===== src/hw/rtl/bmvg_pkg.sv =====
`timescale 1ns / 1ps
`default_nettype none
// ---------------------------------------------------------------------------
// bmvg_pkg: shared types and constants of the battery median voltage gauge
// Holds field widths, register indexes, the charge curve and the structs
// that travel between the front, queue, divider and back.
// ---------------------------------------------------------------------------
package bmvg_pkg;

   localparam int PIN_W     = 12;
   localparam int CSR_W     = 16;
   localparam int MV_W      = 16;
   localparam int PCT_W     = 7;

   // register indexes of the configuration port
   localparam logic CSR_DIVIDER_NUMERATOR   = 1'b0;
   localparam logic CSR_DIVIDER_DENOMINATOR = 1'b1;

   localparam logic [CSR_W-1:0] NUMERATOR_RESET   = 16'd2;
   localparam logic [CSR_W-1:0] DENOMINATOR_RESET = 16'd1;

   // plausible battery window
   localparam logic [MV_W-1:0] PLAUSIBLE_MIN_MV = 16'd2500;
   localparam logic [MV_W-1:0] PLAUSIBLE_MAX_MV = 16'd4400;

   // charge curve: millivolts and percent at each knee
   localparam int CURVE_POINTS = 6;
   localparam int SEG_W        = 3;
   localparam logic [MV_W-1:0] CURVE_MV [CURVE_POINTS] =
      '{16'd3300, 16'd3400, 16'd3550, 16'd3700, 16'd3870, 16'd4200};
   localparam logic [PCT_W-1:0] CURVE_PCT [CURVE_POINTS] =
      '{7'd0, 7'd5, 7'd25, 7'd50, 7'd75, 7'd100};

   // shared divider: dividend width, two quotient bits per cycle
   localparam int DIV_W       = 28;
   localparam int PAIRS_W     = 4;
   localparam logic [PAIRS_W-1:0] SCALE_PAIRS = 4'd14;
   localparam logic [PAIRS_W-1:0] PCT_PAIRS   = 4'd7;
   localparam int PCT_NUM_W   = 14;
   localparam int OFF_W       = 9;
   localparam int SPAN_PCT_W  = 5;

   // queue between front and back
   localparam int QUEUE_DEPTH = 2;

   typedef struct packed {
      logic [CSR_W-1:0] numerator;
      logic [CSR_W-1:0] denominator;
   } cfg_type;

   typedef struct packed {
      logic             valid;
      logic [PIN_W-1:0] median;
   } median_word_type;

   typedef struct packed {
      logic               start;
      logic [DIV_W-1:0]   dividend;
      logic [CSR_W-1:0]   divisor;
      logic [PAIRS_W-1:0] pairs;
   } div_req_type;

   typedef struct packed {
      logic             done;
      logic [DIV_W-1:0] quotient;
   } div_rsp_type;

endpackage
`default_nettype wire


===== src/hw/rtl/bmvg_req_if.sv =====
`timescale 1ns / 1ps
`default_nettype none
// ---------------------------------------------------------------------------
// bmvg_req_if: sample channel
// Carries one ADC reading and its read status per word.
// ---------------------------------------------------------------------------
interface bmvg_req_if;
   logic                          valid;
   logic                          ready;
   logic [bmvg_pkg::PIN_W-1:0]    pin_millivolts;
   logic                          read_ok;

   modport source (output valid, output pin_millivolts, output read_ok, input ready);
   modport sink   (input valid, input pin_millivolts, input read_ok, output ready);
endinterface
`default_nettype wire


===== src/hw/rtl/bmvg_rsp_if.sv =====
`timescale 1ns / 1ps
`default_nettype none
// ---------------------------------------------------------------------------
// bmvg_rsp_if: result channel
// Carries the battery voltage and charge estimate of one sample group.
// ---------------------------------------------------------------------------
interface bmvg_rsp_if;
   logic                          valid;
   logic                          ready;
   logic [bmvg_pkg::MV_W-1:0]     battery_millivolts;
   logic [bmvg_pkg::PCT_W-1:0]    charge_percent;
   logic                          percent_available;

   modport source (output valid, output battery_millivolts, output charge_percent,
                   output percent_available, input ready);
   modport sink   (input valid, input battery_millivolts, input charge_percent,
                   input percent_available, output ready);
endinterface
`default_nettype wire


===== src/hw/rtl/bmvg_front.sv =====
`timescale 1ns / 1ps
`default_nettype none
// ---------------------------------------------------------------------------
// bmvg_front: sample collection and sorted insertion
// Keeps the current group in ascending order, inserting each reading as it
// is accepted, and pushes the median when the group completes.
// ---------------------------------------------------------------------------
module bmvg_front #(
   parameter int SAMPLES_PER_READING = 5
) (
   input  wire                          clock,
   input  wire                          reset,
   bmvg_req_if.sink                     req_port,
   input  wire                          queue_full,
   output bmvg_pkg::median_word_type    push
);

   localparam int N     = SAMPLES_PER_READING;
   localparam int CNT_W = $clog2(N + 1);

   logic [bmvg_pkg::PIN_W-1:0] sort_ff [N];
   logic [bmvg_pkg::PIN_W-1:0] sort_in [N];
   logic [CNT_W-1:0]           count_ff;
   logic [CNT_W-1:0]           count_in;
   logic [N-1:0]               above;
   logic [N-1:0]               prev_above;
   logic                       accept;
   logic                       last_sample;

   assign req_port.ready = !queue_full;
   assign accept         = req_port.valid && !queue_full;
   assign last_sample    = (count_ff == CNT_W'(N - 1));

   // mark held entries above the new reading
   always_comb begin
      for (int i = 0; i < N; i++) begin
         above[i] = (CNT_W'(i) < count_ff) && (sort_ff[i] > req_port.pin_millivolts);
      end
      prev_above[0] = 1'b0;
      for (int i = 1; i < N; i++) begin
         prev_above[i] = above[i-1];
      end
   end

   // shift larger entries up one place and drop the reading into the gap
   always_comb begin
      for (int i = 0; i < N; i++) begin
         if ((CNT_W'(i) < count_ff) && !above[i]) begin
            sort_in[i] = sort_ff[i];
         end else if (!prev_above[i]) begin
            sort_in[i] = req_port.pin_millivolts;
         end else begin
            sort_in[i] = sort_ff[(i == 0) ? 0 : i - 1];
         end
      end
   end

   // advance or drop the group count
   always_comb begin
      count_in = count_ff;
      if (accept) begin
         if (!req_port.read_ok || last_sample) begin
            count_in = '0;
         end else begin
            count_in = count_ff + CNT_W'(1);
         end
      end
   end

   always_ff @(posedge clock) begin
      if (reset) begin
         count_ff <= '0;
      end else begin
         count_ff <= count_in;
      end
   end

   // hold sorted group
   always_ff @(posedge clock) begin
      if (accept && req_port.read_ok) begin
         for (int i = 0; i < N; i++) begin
            sort_ff[i] <= sort_in[i];
         end
      end
   end

   assign push.valid  = accept && req_port.read_ok && last_sample;
   assign push.median = sort_in[N/2];

   // group count stays below the group size
   a_count_range: assert property (@(posedge clock) disable iff (reset)
      count_ff < CNT_W'(N))
      else $error("group count out of range");

endmodule
`default_nettype wire


===== src/hw/rtl/bmvg_queue.sv =====
`timescale 1ns / 1ps
`default_nettype none
// ---------------------------------------------------------------------------
// bmvg_queue: median queue
// Two-entry queue that lets the front and the back stall independently.
// ---------------------------------------------------------------------------
module bmvg_queue (
   input  wire                          clock,
   input  wire                          reset,
   input  bmvg_pkg::median_word_type    push,
   input  wire                          pop,
   output logic                         full,
   output bmvg_pkg::median_word_type    head
);

   localparam int PTR_W = $clog2(bmvg_pkg::QUEUE_DEPTH);
   localparam int CNT_W = $clog2(bmvg_pkg::QUEUE_DEPTH + 1);

   logic [bmvg_pkg::PIN_W-1:0] entry_ff [bmvg_pkg::QUEUE_DEPTH];
   logic [PTR_W-1:0]           wr_ptr_ff;
   logic [PTR_W-1:0]           rd_ptr_ff;
   logic [CNT_W-1:0]           count_ff;
   logic [CNT_W-1:0]           count_in;
   logic                       do_pop;

   assign full        = (count_ff == CNT_W'(bmvg_pkg::QUEUE_DEPTH));
   assign head.valid  = (count_ff != '0);
   assign head.median = entry_ff[rd_ptr_ff];
   assign do_pop      = pop && head.valid;

   always_comb begin
      count_in = count_ff;
      if (push.valid && !do_pop) begin
         count_in = count_ff + CNT_W'(1);
      end else if (!push.valid && do_pop) begin
         count_in = count_ff - CNT_W'(1);
      end
   end

   // advance pointers
   always_ff @(posedge clock) begin
      if (reset) begin
         wr_ptr_ff <= '0;
         rd_ptr_ff <= '0;
         count_ff  <= '0;
      end else begin
         count_ff <= count_in;
         if (push.valid) begin
            wr_ptr_ff <= wr_ptr_ff + PTR_W'(1);
         end
         if (do_pop) begin
            rd_ptr_ff <= rd_ptr_ff + PTR_W'(1);
         end
      end
   end

   // hold entries
   always_ff @(posedge clock) begin
      if (push.valid) begin
         entry_ff[wr_ptr_ff] <= push.median;
      end
   end

   // the front never pushes into a full queue
   a_no_overflow: assert property (@(posedge clock) disable iff (reset)
      full |-> !push.valid)
      else $error("push into full queue");

endmodule
`default_nettype wire


===== src/hw/rtl/bmvg_div.sv =====
`timescale 1ns / 1ps
`default_nettype none
// ---------------------------------------------------------------------------
// bmvg_div: shared iterative divider
// Restoring division, two quotient bits per cycle. The dividend arrives
// left-aligned so that the given number of bit pairs covers it.
// ---------------------------------------------------------------------------
module bmvg_div (
   input  wire                      clock,
   input  wire                      reset,
   input  bmvg_pkg::div_req_type    req,
   output bmvg_pkg::div_rsp_type    rsp
);

   localparam int DW = bmvg_pkg::DIV_W;
   localparam int RW = bmvg_pkg::CSR_W;

   logic                          busy_ff;
   logic                          done_ff;
   logic [bmvg_pkg::PAIRS_W-1:0]  pairs_ff;
   logic [DW-1:0]                 dvd_ff;
   logic [DW-1:0]                 quo_ff;
   logic [RW-1:0]                 rem_ff;
   logic [RW-1:0]                 divisor_ff;
   logic [RW:0]                   step_hi;
   logic [RW:0]                   step_lo;

   // one restoring step: returns {quotient bit, remainder}
   function automatic logic [RW:0] div_step(input logic [RW-1:0] rem,
                                            input logic          next_bit,
                                            input logic [RW-1:0] divisor);
      logic [RW:0] trial;
      logic [RW:0] diff;
      trial = {rem, next_bit};
      diff  = trial - {1'b0, divisor};
      if (trial >= {1'b0, divisor}) begin
         div_step = {1'b1, diff[RW-1:0]};
      end else begin
         div_step = {1'b0, rem[RW-2:0], next_bit};
      end
   endfunction

   assign step_hi = div_step(rem_ff, dvd_ff[DW-1], divisor_ff);
   assign step_lo = div_step(step_hi[RW-1:0], dvd_ff[DW-2], divisor_ff);

   // control
   always_ff @(posedge clock) begin
      if (reset) begin
         busy_ff <= 1'b0;
         done_ff <= 1'b0;
      end else begin
         done_ff <= 1'b0;
         if (req.start) begin
            busy_ff <= 1'b1;
         end else if (busy_ff && (pairs_ff == bmvg_pkg::PAIRS_W'(1))) begin
            busy_ff <= 1'b0;
            done_ff <= 1'b1;
         end
      end
   end

   // datapath
   always_ff @(posedge clock) begin
      if (req.start) begin
         pairs_ff   <= req.pairs;
         dvd_ff     <= req.dividend;
         divisor_ff <= req.divisor;
         rem_ff     <= '0;
         quo_ff     <= '0;
      end else if (busy_ff) begin
         pairs_ff <= pairs_ff - bmvg_pkg::PAIRS_W'(1);
         dvd_ff   <= {dvd_ff[DW-3:0], 2'b00};
         rem_ff   <= step_lo[RW-1:0];
         quo_ff   <= {quo_ff[DW-3:0], step_hi[RW], step_lo[RW]};
      end
   end

   assign rsp.done     = done_ff;
   assign rsp.quotient = quo_ff;

endmodule
`default_nettype wire


===== src/hw/rtl/bmvg_back.sv =====
`timescale 1ns / 1ps
`default_nettype none
// ---------------------------------------------------------------------------
// bmvg_back: scaling and charge estimate
// Pops one median, scales it by the divider ratio with rounding and
// saturation, interpolates the charge curve and registers the result word.
// ---------------------------------------------------------------------------
module bmvg_back (
   input  wire                          clock,
   input  wire                          reset,
   input  bmvg_pkg::cfg_type            cfg,
   input  bmvg_pkg::median_word_type    head,
   output logic                         pop,
   bmvg_rsp_if.source                   rsp_port
);

   typedef enum logic [7:0] {
      ST_IDLE  = 8'b0000_0001,
      ST_MUL   = 8'b0000_0010,
      ST_ROUND = 8'b0000_0100,
      ST_DIV   = 8'b0000_1000,
      ST_PCT   = 8'b0001_0000,
      ST_PDIV  = 8'b0010_0000,
      ST_DONE  = 8'b0100_0000,
      ST_SPARE = 8'b1000_0000
   } state_type;

   localparam int DW = bmvg_pkg::DIV_W;

   state_type                    state_ff;
   state_type                    state_in;
   logic [bmvg_pkg::PIN_W-1:0]   median_ff;
   logic [DW-1:0]                prod_ff;
   logic [bmvg_pkg::MV_W-1:0]    mv_ff;
   logic [bmvg_pkg::PCT_W-1:0]   pct_ff;
   logic                         avail_ff;
   logic [bmvg_pkg::PCT_W-1:0]   base_ff;
   logic                         rsp_valid_ff;
   logic [bmvg_pkg::MV_W-1:0]    rsp_mv_ff;
   logic [bmvg_pkg::PCT_W-1:0]   rsp_pct_ff;
   logic                         rsp_avail_ff;

   logic [bmvg_pkg::CSR_W-1:0]   den_eff;
   logic [DW-1:0]                rounded;
   logic [bmvg_pkg::MV_W-1:0]    mv_sat;
   logic                         avail;
   logic [bmvg_pkg::SEG_W-1:0]   seg;
   logic                         above_top;
   logic [bmvg_pkg::MV_W-1:0]    off_wide;
   logic [bmvg_pkg::MV_W-1:0]    vspan_wide;
   logic [bmvg_pkg::PCT_W-1:0]   pspan_wide;
   logic [bmvg_pkg::PCT_NUM_W-1:0] pct_num;
   logic                         load_out;
   bmvg_pkg::div_req_type        div_req;
   bmvg_pkg::div_rsp_type        div_rsp;

   bmvg_div u_div (
      .clock (clock),
      .reset (reset),
      .req   (div_req),
      .rsp   (div_rsp)
   );

   // scale: a zero denominator acts as one
   assign den_eff = (cfg.denominator == '0) ? bmvg_pkg::CSR_W'(1) : cfg.denominator;
   assign rounded = prod_ff + DW'(den_eff >> 1);
   assign mv_sat  = (div_rsp.quotient[DW-1:bmvg_pkg::MV_W] != '0) ? '1
                                                  : div_rsp.quotient[bmvg_pkg::MV_W-1:0];

   // pick the curve segment whose upper knee first reaches the voltage
   always_comb begin
      seg       = bmvg_pkg::SEG_W'(1);
      above_top = 1'b1;
      for (int k = bmvg_pkg::CURVE_POINTS - 1; k >= 1; k--) begin
         if (mv_ff <= bmvg_pkg::CURVE_MV[k]) begin
            seg       = bmvg_pkg::SEG_W'(k);
            above_top = 1'b0;
         end
      end
      off_wide   = mv_ff - bmvg_pkg::CURVE_MV[seg - bmvg_pkg::SEG_W'(1)];
      vspan_wide = bmvg_pkg::CURVE_MV[seg] - bmvg_pkg::CURVE_MV[seg - bmvg_pkg::SEG_W'(1)];
      pspan_wide = bmvg_pkg::CURVE_PCT[seg] - bmvg_pkg::CURVE_PCT[seg - bmvg_pkg::SEG_W'(1)];
      pct_num    = bmvg_pkg::PCT_NUM_W'(off_wide[bmvg_pkg::OFF_W-1:0]
                                        * pspan_wide[bmvg_pkg::SPAN_PCT_W-1:0])
                 + bmvg_pkg::PCT_NUM_W'(vspan_wide >> 1);
   end

   assign avail = (mv_ff >= bmvg_pkg::PLAUSIBLE_MIN_MV) &&
                  (mv_ff <= bmvg_pkg::PLAUSIBLE_MAX_MV);

   assign load_out = (state_ff == ST_DONE) && (!rsp_valid_ff || rsp_port.ready);
   assign pop      = (state_ff == ST_IDLE) && head.valid;

   // start the divider for the scale and for the percent
   always_comb begin
      div_req = '0;
      if (state_ff == ST_ROUND) begin
         div_req.start    = 1'b1;
         div_req.dividend = rounded;
         div_req.divisor  = den_eff;
         div_req.pairs    = bmvg_pkg::SCALE_PAIRS;
      end else if ((state_ff == ST_PCT) && avail &&
                   (mv_ff > bmvg_pkg::CURVE_MV[0]) && !above_top) begin
         div_req.start    = 1'b1;
         div_req.dividend = {pct_num, (DW - bmvg_pkg::PCT_NUM_W)'(0)};
         div_req.divisor  = vspan_wide;
         div_req.pairs    = bmvg_pkg::PCT_PAIRS;
      end
   end

   // sequence one median through the datapath
   always_comb begin
      state_in = state_ff;
      unique case (state_ff)
         ST_IDLE: begin
            if (head.valid) begin
               state_in = ST_MUL;
            end
         end
         ST_MUL:   state_in = ST_ROUND;
         ST_ROUND: state_in = ST_DIV;
         ST_DIV: begin
            if (div_rsp.done) begin
               state_in = ST_PCT;
            end
         end
         ST_PCT: begin
            if (div_req.start) begin
               state_in = ST_PDIV;
            end else begin
               state_in = ST_DONE;
            end
         end
         ST_PDIV: begin
            if (div_rsp.done) begin
               state_in = ST_DONE;
            end
         end
         ST_DONE: begin
            if (load_out) begin
               state_in = ST_IDLE;
            end
         end
         default: state_in = ST_IDLE;
      endcase
   end

   always_ff @(posedge clock) begin
      if (reset) begin
         state_ff <= ST_IDLE;
      end else begin
         state_ff <= state_in;
      end
   end

   // datapath registers
   always_ff @(posedge clock) begin
      if (pop) begin
         median_ff <= head.median;
      end
      if (state_ff == ST_MUL) begin
         prod_ff <= DW'(median_ff * cfg.numerator);
      end
      if ((state_ff == ST_DIV) && div_rsp.done) begin
         mv_ff <= mv_sat;
      end
      if (state_ff == ST_PCT) begin
         avail_ff <= avail;
         base_ff  <= bmvg_pkg::CURVE_PCT[seg - bmvg_pkg::SEG_W'(1)];
         if (!avail || (mv_ff <= bmvg_pkg::CURVE_MV[0])) begin
            pct_ff <= bmvg_pkg::CURVE_PCT[0];
         end else begin
            pct_ff <= bmvg_pkg::CURVE_PCT[bmvg_pkg::CURVE_POINTS-1];
         end
      end
      if ((state_ff == ST_PDIV) && div_rsp.done) begin
         pct_ff <= base_ff + div_rsp.quotient[bmvg_pkg::PCT_W-1:0];
      end
   end

   // hold the result word until taken
   always_ff @(posedge clock) begin
      if (reset) begin
         rsp_valid_ff <= 1'b0;
      end else if (load_out) begin
         rsp_valid_ff <= 1'b1;
      end else if (rsp_port.ready) begin
         rsp_valid_ff <= 1'b0;
      end
   end

   always_ff @(posedge clock) begin
      if (load_out) begin
         rsp_mv_ff    <= mv_ff;
         rsp_pct_ff   <= pct_ff;
         rsp_avail_ff <= avail_ff;
      end
   end

   assign rsp_port.valid              = rsp_valid_ff;
   assign rsp_port.battery_millivolts = rsp_mv_ff;
   assign rsp_port.charge_percent     = rsp_pct_ff;
   assign rsp_port.percent_available  = rsp_avail_ff;

   // a voltage outside the window carries no percent
   a_pct_unavail: assert property (@(posedge clock) disable iff (reset)
      (rsp_valid_ff && !rsp_avail_ff) |-> (rsp_pct_ff == '0))
      else $error("percent set while unavailable");

   // percent never exceeds the top of the curve
   a_pct_range: assert property (@(posedge clock) disable iff (reset)
      rsp_valid_ff |-> (rsp_pct_ff <= bmvg_pkg::CURVE_PCT[bmvg_pkg::CURVE_POINTS-1]))
      else $error("percent above full charge");

   // the divider only reports while a division is awaited
   a_div_done: assert property (@(posedge clock) disable iff (reset)
      div_rsp.done |-> ((state_ff == ST_DIV) || (state_ff == ST_PDIV)))
      else $error("divider done out of sequence");

endmodule
`default_nettype wire


===== src/hw/rtl/battery_median_voltage_gauge.sv =====
// Result path: the median of a completed group passes the median queue, the scale
//   division and, when the voltage lies between the outer knees, the percent division.
// Throughput: one sample word per cycle while the two-entry median queue has room;
//   the back handles one median at a time and pops the next once its result word is loaded.
// Reset: synchronous, active high; clears the group count, queue and control,
//   and sets the divider ratio to 2/1. Sample storage is not cleared.
`timescale 1ns / 1ps
`default_nettype none
// ---------------------------------------------------------------------------
// battery_median_voltage_gauge: median-filtered battery voltage gauge
// Collects ADC readings in groups, takes the median, scales it by the
// divider ratio and interpolates a charge percent on a fixed curve.
// ---------------------------------------------------------------------------
module battery_median_voltage_gauge #(
   parameter int SAMPLES_PER_READING = 5
) (
   input  wire                          clock,
   input  wire                          reset,
   bmvg_req_if.sink                     req_port,
   bmvg_rsp_if.source                   rsp_port,
   input  wire                          csr_write_enable,
   input  wire                          csr_index,
   input  wire [bmvg_pkg::CSR_W-1:0]    csr_write_data
);

   bmvg_pkg::cfg_type            cfg_ff;
   bmvg_pkg::median_word_type    push;
   bmvg_pkg::median_word_type    head;
   logic                         queue_full;
   logic                         pop;

   // configuration registers
   always_ff @(posedge clock) begin
      if (reset) begin
         cfg_ff.numerator   <= bmvg_pkg::NUMERATOR_RESET;
         cfg_ff.denominator <= bmvg_pkg::DENOMINATOR_RESET;
      end else if (csr_write_enable) begin
         unique case (csr_index)
            bmvg_pkg::CSR_DIVIDER_NUMERATOR:   cfg_ff.numerator   <= csr_write_data;
            bmvg_pkg::CSR_DIVIDER_DENOMINATOR: cfg_ff.denominator <= csr_write_data;
            default: ;
         endcase
      end
   end

   bmvg_front #(
      .SAMPLES_PER_READING (SAMPLES_PER_READING)
   ) u_front (
      .clock      (clock),
      .reset      (reset),
      .req_port   (req_port),
      .queue_full (queue_full),
      .push       (push)
   );

   bmvg_queue u_queue (
      .clock (clock),
      .reset (reset),
      .push  (push),
      .pop   (pop),
      .full  (queue_full),
      .head  (head)
   );

   bmvg_back u_back (
      .clock    (clock),
      .reset    (reset),
      .cfg      (cfg_ff),
      .head     (head),
      .pop      (pop),
      .rsp_port (rsp_port)
   );

endmodule
`default_nettype wire


===== src/flat_wrapper.sv =====
// flat-port wrapper written by rule: the top's interface ports become plain ports
module battery_median_voltage_gauge_flat 
#(
   parameter int SAMPLES_PER_READING = 5
)
  (clock, reset, csr_write_enable, csr_index, csr_write_data, req_port_valid, req_port_pin_millivolts, req_port_read_ok, req_port_ready, rsp_port_valid, rsp_port_battery_millivolts, rsp_port_charge_percent, rsp_port_percent_available, rsp_port_ready);
  bmvg_req_if req_port_i ();
  bmvg_rsp_if rsp_port_i ();
  input  wire clock;
  input  wire reset;
  input  wire csr_write_enable;
  input  wire csr_index;
  input  wire [bmvg_pkg::CSR_W-1:0] csr_write_data;
  input wire logic [$bits(req_port_i.valid)-1:0] req_port_valid;
  input wire logic [$bits(req_port_i.pin_millivolts)-1:0] req_port_pin_millivolts;
  input wire logic [$bits(req_port_i.read_ok)-1:0] req_port_read_ok;
  output wire logic [$bits(req_port_i.ready)-1:0] req_port_ready;
  output wire logic [$bits(rsp_port_i.valid)-1:0] rsp_port_valid;
  output wire logic [$bits(rsp_port_i.battery_millivolts)-1:0] rsp_port_battery_millivolts;
  output wire logic [$bits(rsp_port_i.charge_percent)-1:0] rsp_port_charge_percent;
  output wire logic [$bits(rsp_port_i.percent_available)-1:0] rsp_port_percent_available;
  input wire logic [$bits(rsp_port_i.ready)-1:0] rsp_port_ready;
  assign req_port_i.valid = req_port_valid;
  assign req_port_i.pin_millivolts = req_port_pin_millivolts;
  assign req_port_i.read_ok = req_port_read_ok;
  assign req_port_ready = req_port_i.ready;
  assign rsp_port_valid = rsp_port_i.valid;
  assign rsp_port_battery_millivolts = rsp_port_i.battery_millivolts;
  assign rsp_port_charge_percent = rsp_port_i.charge_percent;
  assign rsp_port_percent_available = rsp_port_i.percent_available;
  assign rsp_port_i.ready = rsp_port_ready;
  battery_median_voltage_gauge #(.SAMPLES_PER_READING(SAMPLES_PER_READING)) u_core (.clock(clock), .reset(reset), .req_port(req_port_i), .rsp_port(rsp_port_i), .csr_write_enable(csr_write_enable), .csr_index(csr_index), .csr_write_data(csr_write_data));
endmodule

===== config.mk =====
export PLATFORM = sky130hd
export DESIGN_NAME = battery_median_voltage_gauge_flat
export DESIGN_NICKNAME = d
export VERILOG_FILES = /design/src/hw/rtl/bmvg_pkg.sv /design/src/hw/rtl/bmvg_req_if.sv /design/src/hw/rtl/bmvg_rsp_if.sv /design/src/hw/rtl/bmvg_front.sv /design/src/hw/rtl/bmvg_queue.sv /design/src/hw/rtl/bmvg_div.sv /design/src/hw/rtl/bmvg_back.sv /design/src/hw/rtl/battery_median_voltage_gauge.sv /design/src/flat_wrapper.sv
export SDC_FILE = /design/constraint.sdc
export NUM_CORES = 1
export LEC_CHECK = 0
export BUFFER_PORTS_ARGS = -buffer_cell sky130_fd_sc_hd__buf_4
export CAP_MARGIN = 40
export CORE_MARGIN = 2
export CORE_UTILIZATION = 40
export DETAILED_ROUTE_END_ITERATION = 10
export SLEW_MARGIN = 20
export SYNTH_ARGS = -nofsm -noshare
export SYNTH_HDL_FRONTEND = slang
export SYNTH_SLANG_ARGS = --single-unit

===== constraint.sdc =====
create_clock -name clock -period 10.6 [get_ports clock]
set_input_delay 1.59 -clock clock [delete_from_list [all_inputs] [get_ports clock]]
set_output_delay 1.59 -clock clock [all_outputs]
set_load 0.02 [all_outputs]

; ---- Yosys cells after proc, flatten, opt, wreduce, memory -nomap -nowiden
; Memory sizes are Yosys's and may differ from the RTL's. A register that Yosys moved wholly into a read port is not among the register bits.
; Index checks and enable logic that the tools add are counted.
[word_totals]
rom_bits = 368
ram_bits = 84
output_inout_bits = 26
n_memories = 6
wordCells = 195
reg_bits = 225
in_bits = 35
[classes]
add_sub_neg = 15
bitwise = 3
multipliers = 2
reduce_logical = 52
n_mux = 57
order_cmp = 23
n_eq_ne = 14
[memory_table]
columns = memory, depth, word_bits, rd, rd_clocked_by_memory_dff, wr, line
row1 = (no name shown), 8, 16, 1, 0, 0, bmvg_back.sv:81  ; vspan_wide = bmvg_pkg::CURVE_MV[seg] - bmvg_pkg::CURVE_MV[seg - bmvg_pkg::SEG_W'(1)];
row2 = (no name shown), 8, 16, 1, 0, 0, bmvg_back.sv:81
row3 = u_core.u_front.sort_ff, 5, 12, 5, 0, 5, bmvg_front.sv:21  ; logic [bmvg_pkg::PIN_W-1:0] sort_ff [N];
row4 = (no name shown), 8, 7, 1, 0, 0, bmvg_back.sv:169  ; base_ff <= bmvg_pkg::CURVE_PCT[seg - bmvg_pkg::SEG_W'(1)];
row5 = (no name shown), 8, 7, 1, 0, 0, bmvg_back.sv:82  ; pspan_wide = bmvg_pkg::CURVE_PCT[seg] - bmvg_pkg::CURVE_PCT[seg - bmvg_pkg::SEG_W'(1)];
row6 = u_core.u_queue.entry_ff, 2, 12, 1, 1, 1, bmvg_queue.sv:19  ; logic [bmvg_pkg::PIN_W-1:0] entry_ff [bmvg_pkg::QUEUE_DEPTH];
[ops]
columns = op, count
row1 = 12-bit two-way mux, 9
row2 = 49-bit two-way mux, 2
row3 = "16-bit by 12-bit <= comparator with 1-bit output, second input constant", 5
row4 = 16-bit two-way mux, 5
row5 = 12-bit greater-than comparator, 5
row6 = 28-bit two-way mux, 2
row7 = 8-bit one-hot mux with 7 select lines, 1
row8 = 16-bit subtractor, 3
row9 = 7-bit two-way mux, 6
row10 = 17-bit by 16-bit >= comparator with 1-bit output, 2
row11 = 17-bit two-way mux, 2
row12 = "16-bit by 13-bit <= comparator with 1-bit output, second input constant", 2
row13 = 8-bit two-way mux, 4
row14 = 28-bit by 15-bit adder with 28-bit output, 1
row15 = 12-bit by 16-bit multiplier with 28-bit output, 1
row16 = 1-bit logical AND, 25
row17 = 3-bit two-way mux, 6
row18 = "16-bit by 12-bit >= comparator with 1-bit output, second input constant", 1
row19 = "16-bit by 12-bit greater-than comparator with 1-bit output, second input constant", 1
row20 = 16-bit logical NOT, 1
row21 = 14-bit adder, 1
row22 = 9-bit by 5-bit multiplier with 14-bit output, 1
row23 = 1-bit two-way mux, 14
row24 = 1-bit logical NOT, 12
row25 = 36 further kinds, 54

; ---- Longest topological paths before layout
[depth]
depth_word = 18
depth_mapped = 39
mapped_depth_nobuf = 36

; ---- Cells and area by module
; From an unflattened synthesis, not the netlist that was laid out.
[unflattened]
cells_unflattened = 2428
hier_area_um2 = 24541.0
[by_module_without_submodules]
columns = mod, seq_area_each_um2, area_per_inst_um2, n_inst, cells_per_inst
row1 = bmvg_back, 3012.9, 13907.1, 1, 1502
row2 = bmvg_div, 2362.3, 5602.9, 1, 533
row3 = bmvg_front, 1141.1, 2610.0, 1, 208
row4 = battery_median_voltage_gauge, 640.6, 1348.8, 1, 126
row5 = bmvg_queue, 820.8, 1072.3, 1, 59

; ---- Worst setup path before layout
; Ideal clock, no wire load.
[synth_path]
path_type = reg-to-reg
start = register u_core.u_back.mv_ff[5] (netlist name)
end = register u_core.u_back.u_div.dvd_ff[26], data pin
slack_ns = 2.727
setup_time_ns = 0.271
required_time_ns = 10.329
t_arrival_ns = 7.602
n_path_buf = 3
path_stages_with_launch = 37
period_less_slack_ns = 7.873
path_cell_list = edfxtp_1 buf_2 or4_4 o221a_1 a21o_1 buf_4 inv_6 buf_4 ha_1 inv_1 xnor2_2 inv_1 nand2_1 a21boi_0 inv_1 ha_1 a21o_1 a211o_1 o22ai_1 o21ai_0 xnor2_1 or2_2 fa_1 inv_1 fa_1 inv_1 fa_1 inv_1 ha_1 or3_1 o21ai_0 a21oi_1 a21o_1 a21oi_1 xnor2_1 a22oi_1 o21ai_0
[synth_between]
elab_chain_len = 17
word_cells_on_any_way = 46
cone_classes = add/sub: 5 / mul: 1 / order compare: 8 / mux: 21 / bitwise: 2 / reduce/logical: 5 / memory: 4
[synth_rtl]
columns = element, line
row1 = "start, declared", bmvg_back.sv:34  ; logic [bmvg_pkg::MV_W-1:0] mv_ff;
row2 = "start signal, assigned", bmvg_back.sv:165  ; mv_ff <= mv_sat;
row3 = 16-bit by 13-bit <= comparator with 1-bit output, bmvg_back.sv:75  ; if (mv_ff <= bmvg_pkg::CURVE_MV[k]) begin
row4 = 3-bit two-way mux (5 in a row), bmvg_back.sv:75
row5 = 3-bit by 1-bit subtractor with 3-bit output, "bmvg_back.sv:80, bmvg_back.sv:81, bmvg_back.sv:82"
row6 = 3-bit NOT with 4-bit output (implied by the code), "bmvg_back.sv:80, bmvg_back.sv:81, bmvg_back.sv:82"
row7 = memory 8 x 16 bit or memory 8 x 7 bit (tied branches), -
row8 = 16-bit two-way mux (implied by the code) or 7-bit two-way mux (tied branches) (2 in a row), -
row9 = 9-bit subtractor or 5-bit subtractor (tied branches), "bmvg_back.sv:80, bmvg_back.sv:82"
row10 = 9-bit by 5-bit multiplier with 14-bit output, bmvg_back.sv:84  ; * pspan_wide[bmvg_pkg::SPAN_PCT_W-1:0])
row11 = 14-bit adder, bmvg_back.sv:85  ; + bmvg_pkg::PCT_NUM_W'(vspan_wide >> 1);
row12 = 49-bit two-way mux (*), bmvg_back.sv:102  ; end else if ((state_ff == ST_PCT) && avail &&
row13 = 49-bit two-way mux (*), bmvg_back.sv:97  ; if (state_ff == ST_ROUND) begin
row14 = 28-bit two-way mux (*), bmvg_div.sv:64  ; if (req.start) begin
row15 = "end signal, assigned", bmvg_div.sv:66  ; dvd_ff <= req.dividend;
row16 = "end signal, assigned", bmvg_div.sv:72  ; dvd_ff <= {dvd_ff[DW-3:0], 2'b00};
row17 = "end, declared", bmvg_div.sv:21  ; logic [DW-1:0] dvd_ff;
; Mark *: on every way between the ends. The rest lies on a longest branch, timed or not. The select of a mux whose other input is x is not followed.
; A chain may end at the register's enable or synchronous reset.

; ---- Worst setup path after layout
[layout_path]
start = register u_core.u_back.mv_ff[3] (netlist name)
end = register u_core.u_back.u_div.dvd_ff[27], data pin
; The elaborated chain is that of the path after synthesis.

==> flow_summary.json <==
{
  "drive_gt1_share_pct": 9.09,
  "dr.pass1.iters": 5,
  "final_cell_mix": "309 x nand2_1, 271 x inv_1, 203 x edfxtp_1",
  "power_frac_comb_pct": 43.3,
  "fillers": 5538,
  "layout_min_cycle_time_ns": 9.10,
  "vias_per_cell": 5.24,
  "postRouteAntennaNets": 0,
  "drc": 0,
  "arrival_ns": 9.40,
  "postCtsSetupRepairBufs": 0,
  "path_clk_slew_ns": 0.07,
  "max-vdd-ir-drop_uv": 159,
  "grt-ovfl-total": 0,
  "final_core_util_pct": 44.6,
  "place_area_um2": 24600,
  "p_per_area_nw_per_um2": 193,
  "synth-main-ff-cell": "edfxtp_1",
  "async_flop_share_pct": 0,
  "critPathKind": "reg2reg",
  "antenna_found_initial": 0,
  "fp.dieH_um": 246,
  "tightest_slew_ns": 0.813,
  "holdCritPathClass": "reg2reg",
  "r2r-start": "u_core.u_back.mv_ff[3]",
  "clockBufferDepth": 3,
  "clkLatencyLatePin_ns": 0.56,
  "critPathMaxFanout": 18,
  "relSlewSlack_pct": 45.4,
  "clock_sinks": 296,
  "dieWidth_um": 246,
  "cts.hold.buffers_added": 0,
  "syn_inst": 2410,
  "synth_nets": 2823,
  "rsz0062_at_grt": "false",
  "initial_utilization_pct": 40.5,
  "wl_mm": 56.0,
  "ys_types": 85,
  "cts_tree": "yes",
  "h-tree-depth": 2,
  "core-area_um2": 57800,
  "io_pins": 61,
  "multi_input_area_um2": 14000,
  "whs_ns": 0.422,
  "max_stage_delay_ns": 0.62,
  "cts_buffers": 35,
  "n_antenna_cell": 0,
  "clock.fmax_mhz": 110,
  "endpoint_kind": "flop",
  "grt_pass1_wl_mm": 92.1,
  "cp_data_required_time_ns": 10.90,
  "worstRegToRegCells": 32,
  "maxSlewViolCount": 0,
  "ys_warn_count": 0,
  "cts-root-buf": "clkbuf_16",
  "clkPwrFrac_pct": 25.5,
  "critPathLaunchType": "flop",
  "crit_family": "adder cells",
  "track_usage_pct": 19.1,
  "p_seq_share_pct": 31.2,
  "cp_num_buf_inv": 6,
  "syn_avg_cell_area_um2": 9.71,
  "min_to": "u_core.u_back.rsp_port.charge_percent[4]",
  "ys_seq_elements": 296,
  "regArea_um2": 7960,
  "tns_ns": 0,
  "ys_seq_area_share_pct": 34.0,
  "crit_slowest_cell": "edfxtp_1",
  "final_common_cell": "nand2_1",
  "rrSetupSlack_ns": 1.50,
  "cap_viol_max_count": 0,
  "power.switching_mw": 1.90,
  "final_area_um2": 25800,
  "port_buffers": 60,
  "syn_area_um2": 23400,
  "grt_max_degree": 61,
  "dieArea_um2": 60500,
  "hold_viol_final": 0,
  "wl_per_cell_um": 17.4,
  "dr.first_iter.drc_count": 857,
  "syn2layout_area_growth_pct": 10.2,
  "power_mw": 4.98,
  "hold_depth": 0,
  "setup_violations": 0,
  "worstHoldStart": "u_core.u_back.pct_ff[4]",
  "place_congestion": 0.885,
  "reg2reg_to": "u_core.u_back.u_div.dvd_ff[27]",
  "p_leak_nw": 11.1,
  "p_int_mw": 3.09,
  "grt_pass1_vias": 17500,
  "swShare_pct": 38.1,
  "dr_total_vias": 16900,
  "skew_ns": 0.0175,
  "ctsResizeCount": 0,
  "core.rowCount": 88,
  "status": "finished clean",
  "fin_crit_sh_pct": 85.9,
  "dp_hpwl_mm": 42.6,
  "synth_edf_count": 203,
  "fin_nets": 2839
}
## cell type report
type	count	share of cell area, %
multi-input combinational	1740	54.3
inverter	274	4.01
clock buffer	47	3.81
sequential	296	30.9
tap	765	3.71
timing repair buffer	79	2.48
clock inverter	16	0.835
## power by group through the flow
stage               Sequential (mW)  Combinational (mW)  Clock (mW)
floorplan                      1.45                1.79           0
global placement               1.58                2.08           0
detailed placement             1.58                2.14           0
CTS                            1.56                2.16        1.30
global route                   1.57                2.48        1.35
finish                         1.56                2.16        1.27
## worst max-delay path by stage
| stage | start | endpoint | slack [ns] | cells after the start |
|---|---|---|---|---|
| 2_1_floorplan | u_core.u_back.mv_ff[5] | u_core.u_back.u_div.dvd_ff[26] | 2.73 | 36 |
| 3_3_place_gp | u_core.u_back.mv_ff[3] | u_core.u_back.u_div.dvd_ff[27] | 1.75 | 32 |
| 3_5_place_dp | u_core.u_back.mv_ff[3] | u_core.u_back.u_div.dvd_ff[27] | 1.64 | 32 |
| 4_1_cts | u_core.u_back.mv_ff[3] | u_core.u_back.u_div.dvd_ff[27] | 1.57 | 32 |
| 5_1_grt | u_core.u_back.mv_ff[3] | u_core.u_back.u_div.dvd_ff[27] | 0.80 | 32 |
| 6_report | u_core.u_back.mv_ff[3] | u_core.u_back.u_div.dvd_ff[27] | 1.50 | 32 |
## registers in the layout (all words and copies together), names as in the netlist, 24 cells and up
signal                      count
u_core.u_back.prod_ff          28
u_core.u_front.sort_ff         36
u_core.u_back.u_div.dvd_ff     28
u_core.cfg_ff                  32
u_core.u_queue.entry_ff        24
u_core.u_back.u_div.quo_ff     28
## synthesized netlist by cell type (8+ instances only)
cell type	n	area (um^2)
inv_1	271	1020
a22oi_1	8	60.1
nand4_1	20	125
o21ai_1	18	90.1
xnor2_1	64	561
mux2i_1	46	460
o21a_1	17	128
a31oi_1	11	68.8
edfxtp_1	203	6100
a21o_1	45	338
nor2b_1	18	113
nand2_1	309	1160
or2_2	29	181
fa_1	179	3580
nor4_1	11	68.8
or3_1	10	62.6
clkbuf_1	77	289
dfxtp_1	93	1860
nor2_1	157	589
and2_1	67	419
nand3_1	41	205
a21oi_1	138	691
xor2_1	40	350
nor3_1	41	205
buf_2	12	60.1
mux2_2	25	282
a211oi_1	10	75.1
o21bai_1	8	60.1
o21ai_0	102	510
ha_1	199	2490
nand2b_1	21	131
## stage by stage
stage	cells	worst slack (ns)
2_1_floorplan	2410	2.73
3_3_place_gp	3146	1.75
3_5_place_dp	3153	1.64
4_1_cts	3216	1.57
5_1_grt	3217	0.801
6_report	3217	1.50
## cell families (layout without fill, tap and decap cells)
kind of cell             count (synthesis)  count (layout)  synth area share, %
buffers and inverters                  374             416                 6.29
XOR/XNOR                               106             106                 4.03
AO/OA/AOI/OAI                          422             422                 11.3
AND/OR/NAND/NOR                        762             762                 15.3
adder cells (fa/ha/maj)                379             379                 26.0
multiplexers                            71              71                 3.17
flip-flops                             296             296                 34.0
## routing by layer
| layer | track usage (%) | routed length (um) |
|---|---|---|
| met5 | 0 | 0 |
| met4 | 4.42 | 1000 |
| met3 | 3.22 | 2430 |
| met2 | 31.9 | 26400 |
| met1 | 25.7 | 26200 |
(Power assumes the default switching activity.)
